### config.mk
export PLATFORM = sky130hd
export DESIGN_NAME = selective_repeat_receiver_unit
export DESIGN_NICKNAME = d
export VERILOG_FILES = /design/src/rtl/srr_pkg.sv /design/src/rtl/selective_repeat_receiver_unit.sv /design/src/rtl/srr_window_mem.sv
export SDC_FILE = /design/constraint.sdc
export NUM_CORES = 1
export LEC_CHECK = 0
export BUFFER_PORTS_ARGS = -buffer_cell sky130_fd_sc_hd__buf_4
export CAP_MARGIN = 20
export CORE_ASPECT_RATIO = 0.9
export CORE_MARGIN = 2
export CORE_UTILIZATION = 30
export CTS_CLUSTER_DIAMETER = 80
export DETAILED_ROUTE_END_ITERATION = 7
export PLACE_DENSITY = 0.53
export SLEW_MARGIN = 15
export SYNTH_ARGS = -nofsm -noshare
export SYNTH_HDL_FRONTEND = slang
export SYNTH_SLANG_ARGS = --single-unit
### constraint.sdc
create_clock -name clk_i -period 12.25 [get_ports clk_i]
set_input_delay 1.225 -clock clk_i [delete_from_list [all_inputs] [get_ports clk_i]]
set_output_delay 1.225 -clock clk_i [all_outputs]
set_load 0.05 [all_outputs]
### src/rtl/srr_pkg.sv
// srr_pkg: shared types and constants of the selective repeat receiver
// field widths of the stream payloads, result kinds and the sequencer state encoding
// no dependencies
package srr_pkg;

  // packet and result field widths
  localparam int unsigned SeqW     = 3;
  localparam int unsigned PayloadW = 64;

  // stream data width: sequence number plus payload, padded to whole bytes
  localparam int unsigned TdataW   = 72;

  // result kinds carried on the output tuser
  localparam logic KindAck     = 1'b0;
  localparam logic KindDeliver = 1'b1;

  // sequencer states
  typedef enum logic [1:0] {
    S_IDLE,
    S_ACK,
    S_DELIVER
  } state_e;

endpackage

### src/rtl/selective_repeat_receiver_unit.sv
// Selective repeat ARQ receiver.
// Input stream s_axis: one packet per transfer; tdata carries the sequence
// number and the payload word, tuser the checksum-ok flag from upstream.
// Output stream m_axis: result items; tuser is the kind (0 acknowledgement,
// 1 delivered payload), tdata carries ack number and delivered data, tlast
// marks the final result of a packet.
// A packet with a bad checksum is dropped in its accept cycle, no result.
// A good packet is stored when it falls inside the window, then acknowledged
// with its own sequence number, then every in-order slot at the window head
// is delivered and the window slides.
// Sequencing: one packet gives 1 ack plus 0..WINDOW deliveries; the sequencer
// handles one packet at a time and emits one result per cycle through the
// output register while m_axis is not stalled. Deliveries stream from the
// payload memory, whose read address follows the next head so the registered
// read of the head slot is ready when that slot is delivered.
// The first result is loaded into the output register in the ack state after
// the accept and is held there until m_axis takes it.
// Reset clears the received flags, the window head and the base number; the
// payload memory is not cleared. A stalled m_axis holds the output register
// and the ack and deliver states; s_axis is ready only between packets.
module selective_repeat_receiver_unit #(
  parameter int unsigned WINDOW    = 4,
  parameter int unsigned SEQ_SPACE = 8
) (
  input  logic                        clk_i,
  input  logic                        rst_ni,
  // input packets
  input  logic                        s_axis_tvalid,
  output logic                        s_axis_tready,
  input  logic [srr_pkg::TdataW-1:0]  s_axis_tdata,  // seq_num[2:0], payload[66:3], zero pad
  input  logic                        s_axis_tuser,  // checksum_ok
  // result items
  output logic                        m_axis_tvalid,
  input  logic                        m_axis_tready,
  output logic [srr_pkg::TdataW-1:0]  m_axis_tdata,  // ack_num[2:0], data[66:3], zero pad
  output logic                        m_axis_tuser,  // kind
  output logic                        m_axis_tlast   // last
);

  localparam int unsigned SW = (SEQ_SPACE > 1) ? $clog2(SEQ_SPACE) : 1;
  localparam int unsigned HW = (WINDOW > 1) ? $clog2(WINDOW) : 1;
  localparam int unsigned PadW = srr_pkg::TdataW - srr_pkg::SeqW - srr_pkg::PayloadW;
  localparam int unsigned RedSteps = ((1 << srr_pkg::SeqW) + SEQ_SPACE - 1) / SEQ_SPACE;

  // input field split
  logic [srr_pkg::SeqW-1:0]     in_seq;
  logic [srr_pkg::PayloadW-1:0] in_payload;
  assign in_seq     = s_axis_tdata[srr_pkg::SeqW-1:0];
  assign in_payload = s_axis_tdata[srr_pkg::SeqW +: srr_pkg::PayloadW];

  // state
  srr_pkg::state_e state_q, state_d;
  logic [WINDOW-1:0]           rcv_q, rcv_d;
  logic [HW-1:0]               head_q, head_d;
  logic [SW-1:0]               base_q, base_d;
  logic [srr_pkg::SeqW-1:0]    ack_seq_q, ack_seq_d;

  // output register
  logic                        out_valid_q, out_valid_d;
  logic                        out_kind_q, out_kind_d;
  logic [srr_pkg::SeqW-1:0]    out_ack_q, out_ack_d;
  logic [srr_pkg::PayloadW-1:0] out_data_q, out_data_d;
  logic                        out_last_q, out_last_d;

  // memory port signals
  logic                        mem_we;
  logic [HW-1:0]               mem_waddr;
  logic [srr_pkg::PayloadW-1:0] mem_rdata;

  // offset of the arriving packet from the window base
  logic [srr_pkg::SeqW-1:0] seq_red;
  logic [SW-1:0]  seq_mod;
  logic [SW:0]    diff;
  logic [SW:0]    off_ext;
  logic [SW-1:0]  offset;
  logic           in_win;
  int unsigned    phys_sum;
  logic [HW-1:0]  phys;

  // sequence number folded into the sequence space by compare and subtract
  always_comb begin
    seq_red = in_seq;
    for (int unsigned k = 0; k < RedSteps; k++) begin
      if (32'(seq_red) >= SEQ_SPACE) begin
        seq_red = seq_red - srr_pkg::SeqW'(SEQ_SPACE);
      end
    end
  end

  assign seq_mod = SW'(seq_red);
  assign diff    = {1'b0, seq_mod} - {1'b0, base_q};
  assign off_ext = diff[SW] ? diff + (SW+1)'(SEQ_SPACE) : diff;
  assign offset  = off_ext[SW-1:0];
  assign in_win  = 32'(offset) < WINDOW;

  // physical slot: head plus offset, wrapped at the window size
  assign phys_sum = 32'(head_q) + 32'(offset);
  assign phys     = HW'((phys_sum >= WINDOW) ? phys_sum - WINDOW : phys_sum);

  // head and base successors
  logic [HW-1:0] head_inc;
  logic [SW-1:0] base_inc;
  assign head_inc = (32'(head_q) == WINDOW - 1) ? '0 : head_q + 1'b1;
  assign base_inc = (32'(base_q) == SEQ_SPACE - 1) ? '0 : base_q + 1'b1;

  logic out_free;
  assign out_free = !out_valid_q || m_axis_tready;

  // received flags with the head slot cleared
  logic [WINDOW-1:0] rcv_clr;
  always_comb begin
    rcv_clr         = rcv_q;
    rcv_clr[head_q] = 1'b0;
  end

  // sequencer: next state and output register load
  always_comb begin
    state_d       = state_q;
    rcv_d         = rcv_q;
    head_d        = head_q;
    base_d        = base_q;
    ack_seq_d     = ack_seq_q;
    out_valid_d   = out_valid_q && !m_axis_tready;
    out_kind_d    = out_kind_q;
    out_ack_d     = out_ack_q;
    out_data_d    = out_data_q;
    out_last_d    = out_last_q;
    mem_we        = 1'b0;
    mem_waddr     = phys;
    s_axis_tready = 1'b0;
    case (state_q)
      srr_pkg::S_IDLE: begin
        s_axis_tready = 1'b1;
        if (s_axis_tvalid && s_axis_tuser) begin
          ack_seq_d = in_seq;
          if (in_win) begin
            mem_we      = 1'b1;
            rcv_d[phys] = 1'b1;
          end
          state_d = srr_pkg::S_ACK;
        end
      end
      srr_pkg::S_ACK: begin
        if (out_free) begin
          out_valid_d = 1'b1;
          out_kind_d  = srr_pkg::KindAck;
          out_ack_d   = ack_seq_q;
          out_data_d  = '0;
          out_last_d  = !rcv_q[head_q];
          state_d     = rcv_q[head_q] ? srr_pkg::S_DELIVER : srr_pkg::S_IDLE;
        end
      end
      srr_pkg::S_DELIVER: begin
        if (out_free) begin
          out_valid_d = 1'b1;
          out_kind_d  = srr_pkg::KindDeliver;
          out_ack_d   = '0;
          out_data_d  = mem_rdata;
          out_last_d  = !rcv_clr[head_inc];
          rcv_d       = rcv_clr;
          head_d      = head_inc;
          base_d      = base_inc;
          state_d     = rcv_clr[head_inc] ? srr_pkg::S_DELIVER : srr_pkg::S_IDLE;
        end
      end
      default: begin
        state_d = srr_pkg::S_IDLE;
      end
    endcase
  end

  // control registers
  always_ff @(posedge clk_i or negedge rst_ni) begin
    if (!rst_ni) begin
      state_q     <= srr_pkg::S_IDLE;
      rcv_q       <= '0;
      head_q      <= '0;
      base_q      <= '0;
      out_valid_q <= 1'b0;
    end else begin
      state_q     <= state_d;
      rcv_q       <= rcv_d;
      head_q      <= head_d;
      base_q      <= base_d;
      out_valid_q <= out_valid_d;
    end
  end

  // payload registers
  always_ff @(posedge clk_i) begin
    ack_seq_q  <= ack_seq_d;
    out_kind_q <= out_kind_d;
    out_ack_q  <= out_ack_d;
    out_data_q <= out_data_d;
    out_last_q <= out_last_d;
  end

  // payload store, read address tracks the next head
  srr_window_mem #(
    .Depth (WINDOW),
    .AddrW (HW)
  ) u_mem (
    .clk_i   (clk_i),
    .we_i    (mem_we),
    .waddr_i (mem_waddr),
    .wdata_i (in_payload),
    .raddr_i (head_d),
    .rdata_o (mem_rdata)
  );

  // output stream
  assign m_axis_tvalid = out_valid_q;
  assign m_axis_tuser  = out_kind_q;
  assign m_axis_tlast  = out_last_q;
  assign m_axis_tdata  = {PadW'(0), out_data_q, out_ack_q};

`ifndef SYNTH
  // a delivery only ever reads a slot that holds a received payload
  a_deliver_received: assert property (@(posedge clk_i) disable iff (!rst_ni)
    state_q == srr_pkg::S_DELIVER |-> rcv_q[head_q])
    else $error("delivery from an empty window slot");

  // a good packet always leads to its acknowledgement
  a_good_to_ack: assert property (@(posedge clk_i) disable iff (!rst_ni)
    (s_axis_tvalid && s_axis_tready && s_axis_tuser) |=> state_q == srr_pkg::S_ACK)
    else $error("accepted packet not acknowledged");

  // a corrupt packet leaves the sequencer idle
  a_bad_dropped: assert property (@(posedge clk_i) disable iff (!rst_ni)
    (s_axis_tvalid && s_axis_tready && !s_axis_tuser) |=> state_q == srr_pkg::S_IDLE)
    else $error("corrupt packet started a result sequence");

  // the head slot and the base number slide together
  a_slide_together: assert property (@(posedge clk_i) disable iff (!rst_ni)
    !$stable(head_q) |-> !$stable(base_q))
    else $error("window head moved without the base number");
`endif

endmodule

### src/rtl/srr_window_mem.sv
// srr_window_mem: payload store of the receive window
// one write port, one read port with registered read data
// depends on srr_pkg for the payload width
module srr_window_mem #(
  parameter int unsigned Depth = 4,
  parameter int unsigned AddrW = 2
) (
  input  logic                              clk_i,
  input  logic                              we_i,
  input  logic [AddrW-1:0]                  waddr_i,
  input  logic [srr_pkg::PayloadW-1:0]      wdata_i,
  input  logic [AddrW-1:0]                  raddr_i,
  output logic [srr_pkg::PayloadW-1:0]      rdata_o
);

  logic [srr_pkg::PayloadW-1:0] mem_q [Depth];
  logic [srr_pkg::PayloadW-1:0] rdata_q;

  // write port
  always_ff @(posedge clk_i) begin
    if (we_i) begin
      mem_q[waddr_i] <= wdata_i;
    end
  end

  // registered read port
  always_ff @(posedge clk_i) begin
    rdata_q <= mem_q[raddr_i];
  end

  assign rdata_o = rdata_q;

endmodule

==> impl_summary.md <==
Run status
The flow ran to the end, and the final reports show no timing, DRC or antenna violations.

Floorplanning
In this run the count of I/O pins placed on the die edge is 153. The die is 226 um tall. The starting density of the core is 30.3%. The die covers 56600 um2. The die is 251 um wide. The floorplan has 81 rows. The total core area is 54200 um2.

STA
For the final routed database, the setup TNS stands at 0 ns. At the pin with the least slew margin, the transition time is 1.11 ns. The count of endpoints failing hold in the final timing report came to 0.

On the final layout, the worst clock skew is 0.0178 ns. The maximum clock frequency is 0.237 GHz. The clock period minus final worst setup slack is 4.23 ns. Of the available clock period, the critical path in the final layout requires 34.5%. The max-slew violation count is 0. Headroom to the max-slew limit came out at 25.7%. In the post-route analysis, the smallest setup slack over all paths is 8.02 ns. Setup repair after global routing left no endpoint under its margin. Setup violations remaining at the end of the flow were counted as 0.

Global route
Summed over all layers, the global routing overflow is 0. The via count of the first global-routing pass was 10.3k. The global-route layer with the greatest usage is met2. The met1 global-route usage is 20.6%.

The overall track demand over capacity in global routing is 15.5%. The number of antenna violations at the first check in global routing came to 8. The first global-routing pass estimated 65.5 mm of wire.

For this run, global-route usage on met3 was measured as 3.39%. The met2 usage in global routing is 25.2%. Entering global routing, the biggest net connects 91 pins.

Setup path
Along the worst path, the maximum fanout reaches 40. The delay of the slowest critical-path stage is 0.78 ns. The critical path goes through buf_4 -> inv_1 -> ha_1 -> inv_1 -> fa_1 -> xnor3_1 -> or3_1 -> nor2_4 -> buf_4. The cell type of the slowest stage on the worst timing path is sky130_fd_sc_hd__nor2_4. STA classifies the critical path startpoint as an input port. The worst register-to-register path has a setup slack of 8.24 ns. The data arrival time of the worst path is 4.41 ns. The number of cells on the worst reg-to-reg path is 7. The required arrival time at the worst endpoint is 12.43 ns. The number of buffer and inverter instances along the worst setup path is 4. The critical path start-end classification is in2reg. The kind of cell with the highest combined delay along the critical path is simple AND/OR/NAND/NOR gates. STA classifies the critical path endpoint as a flip-flop. The endpoint of the worst register-to-register path is u_mem.rdata_o[30].

The startpoint identified for the worst register-to-register timing path is state_q[0].

Logic synthesis
The number of warnings issued by yosys is 0. Synthesis instantiated 40 different standard cells from the library. The XOR/XNOR share of the synthesized area is 0.297%. The simple-gate portion of the synthesized area is 13.3%. The average cell area after synthesis is 14.8 um2. The share of cell area taken by muxes after synthesis is 0.541%. The cell count after synthesis is 1111. The post-synthesis compound-gate area fraction is 11.7%. The cell area after technology mapping is 16400 um2.

By area, the combinational part of the netlist is dominated by simple AND/OR/NAND/NOR gates. The sequential element share of the synthesized area is 69.6%. Of the total synthesized cell area, the portion taken by full adders, half adders and majority gates is 1.04%. The number of flip-flops and latches in the synthesized netlist is 404.

Route
Summing over every cut layer, the via total after detailed routing is 10.0k. The remaining routing DRC violations is 0. Wires add up to 44.3 mm. Once detail routing completed, the nets flagged for antenna violations numbered 0.

After detailed routing, the average wire length per cell comes to 22.7 um. Before antenna repair, the detailed router went through 5 iterations. After detailed routing, the number of vias per cell comes to 5.12. In this run, the number of DRC markers left after iteration 0 of detailed routing was 595.

Place
The worst setup slack before clock tree synthesis is 7.38 ns. The congestion estimate from routability-driven global placement came to 0.689. The number of port buffers is 142. The placement-stage cell area is 18100 um2.

Detailed placement ended at an HPWL of 21.5 mm.

Clock network
The number of hold buffers added after CTS was 0. The buffer levels on the longest clock path is 3. The H-tree depth is 2. Once the clock tree was built, the setup fixing pass inserted 0 buffers.

The root buffer cell chosen for the clock tree is sky130_fd_sc_hd__clkbuf_16. The clock transition at the registers of the reported paths is 0.06 ns. TritonCTS created 47 clock buffers. In this run, post-CTS repair resized a total of 0 instances. The number of sinks on the clock net is 404. The clock latency of the later-clocked register in the worst-skew pair is 0.57 ns. The TritonCTS clock tree is built.

Finish
The fraction of final layout cells sized beyond drive strength 1 is 25.9%. After routing the design area is 19700 um2. The repair_antennas step left the layout with diodes totalling 0.

Measured on the finished design, the core utilization comes to 36.4%. The post-layout net count is 1303. The area overhead of the layout relative to synthesis is 20.2%. The number of filler instances in the final layout is 5104.

Run
The max-capacitance violation count is 0.

Power and ir drop
The leakage dissipation is 6.82 nW. The overall power is 5.13 mW. The largest vdd supply drop is 89.9 uV. Dividing total power by cell area gives a power density of 260 nW/um2.

Worst hold path
The min-delay analysis places its worst path in the category in2async.
-- registers in the layout, indices dropped and copies added, names as in the netlist --
| name | flops |
|---|---|
| m_axis_tvalid | 1 |
| base_q | 3 |
| ack_seq_q | 3 |
| rcv_q | 4 |
| u_mem.rdata_o | 64 |
| state_q | 2 |
| out_ack_q | 3 |
| m_axis_tuser | 1 |
| out_data_q | 64 |
| m_axis_tlast | 1 |
| head_q | 2 |
| u_mem.mem_q | 256 |
-- where the power goes --
group | leakage [nW] | internal [mW] | switching, mW | total, mW
sequential | 3.69 | 1.84 | 0.134 | 1.98
clock | 0.799 | 0.884 | 0.569 | 1.45
combinational | 2.33 | 0.537 | 1.16 | 1.70
-- synthesized netlist by cell type (all sizes together) --
library cell,number,share of area [%]
edfxtp,328,60
nand3,131,4.0
and2,130,5.0
buf,77,2.5
o21ai,67,2.0
a221oi,64,5.7
a32oi,64,3.4
and4,64,3.4
dfxtp,64,7.8
clkbuf,35,0.80
nor2,13,0.30
dfrtp,12,1.8
ha,12,0.91
inv,11,0.25
a22o,4,0.21
nand2,4,0.091
nand4,4,0.15
mux2,3,0.21
nor2b,3,0.11
a21o,2,0.091
mux4,2,0.27
nand2b,2,0.12
nor3,2,0.061
xnor2,2,0.11
a21oi,1,0.099
a22oi,1,0.046
and2b,1,0.046
and3,1,0.038
conb,1,0.023
fa,1,0.12
mux2i,1,0.061
o22a,1,0.053
or3,1,0.038
xnor3,1,0.14
xor2,1,0.053
-- cell families after synthesis --
group                      Yosys count
buffers and inverters              123
and+or+nand+nor                    356
other                                1
adders and majority gates           13
DFF                                404
AOI/OAI and AO/OA                  204
xor gates and xnor gates             4
muxes                                6
-- worst reg2reg max path, cell delays in order (launching register included) --
cell,delay [ns]
sky130_fd_sc_hd__dfrtp_1,0.41
sky130_fd_sc_hd__inv_1,0.13
sky130_fd_sc_hd__ha_4,0.60
sky130_fd_sc_hd__buf_4,0.61
sky130_fd_sc_hd__buf_4,0.56
sky130_fd_sc_hd__and3_4,1.06
sky130_fd_sc_hd__o21ai_1,0.20
sky130_fd_sc_hd__a32oi_1,0.34
-- cells in the final DEF, fill, tap and decap left out, drive strengths merged, types with 3 or more instances in the layout --
master  Yosys  layout
edfxtp    328     328
buf        77     161
nand3     131     131
and2      130     130
o21ai      67      67
and4       64      64
a32oi      64      64
dfxtp      64      64
a221oi     64      64
clkbuf     35      59
clkinv      0      16
inv        11      15
nor2       13      13
ha         12      12
dfrtp      12      12
bufinv      0       6
conb        1       5
nand4       4       4
a22o        4       4
nand2       4       4
nor2b       3       3
mux2        3       3
-- routing by layer --
metal	vias up	part of all wire [%]	routed length (um)
met5	-	0.16	69
met4	12	2.2	957
met3	71	5.5	2460
met2	264	47	20800
met1	5088	45	20000
li1	4584	-	-
-- cell type report --
cell class,instances,area (um2),area share [%]
clock buffers,59,1300,6.61
well taps,705,882,4.47
clock inverters,28,318,1.61
multi-input cells,588,4550,23.0
inverters,11,41.3,0.209
flip-flops and latches,404,11400,57.9
repair buffers,161,1210,6.12
-- per-stage QoR --
| stage | hold slack, ns | instances |
|---|---|---|
| floorplan | 0.477 | 1115 |
| global placement | 0.495 | 1869 |
| detailed placement | 0.495 | 1869 |
| CTS | 0.455 | 1956 |
| global route | 0.476 | 1956 |
| finish | 0.486 | 1956 |
-- worst max path at each step --
| stage | startpoint | end | slack, ns | cells past startpoint |
|---|---|---|---|---|
| final | s_axis_tdata[0] | u_mem.mem_q[0][53] | 8.02 | 9 |
| after global routing | s_axis_tdata[0] | u_mem.mem_q[0][53] | 7.84 | 9 |
| after CTS | s_axis_tdata[0] | u_mem.mem_q[0][53] | 7.98 | 9 |
| after detailed placement | s_axis_tdata[0] | u_mem.mem_q[0][51] | 7.38 | 9 |
| after global placement | s_axis_tdata[0] | u_mem.mem_q[0][53] | 7.41 | 9 |
| after floorplan | s_axis_tdata[0] | u_mem.mem_q[0][0] | 6.52 | 7 |
No activity file was read; power rests on OpenSTA's default activity.
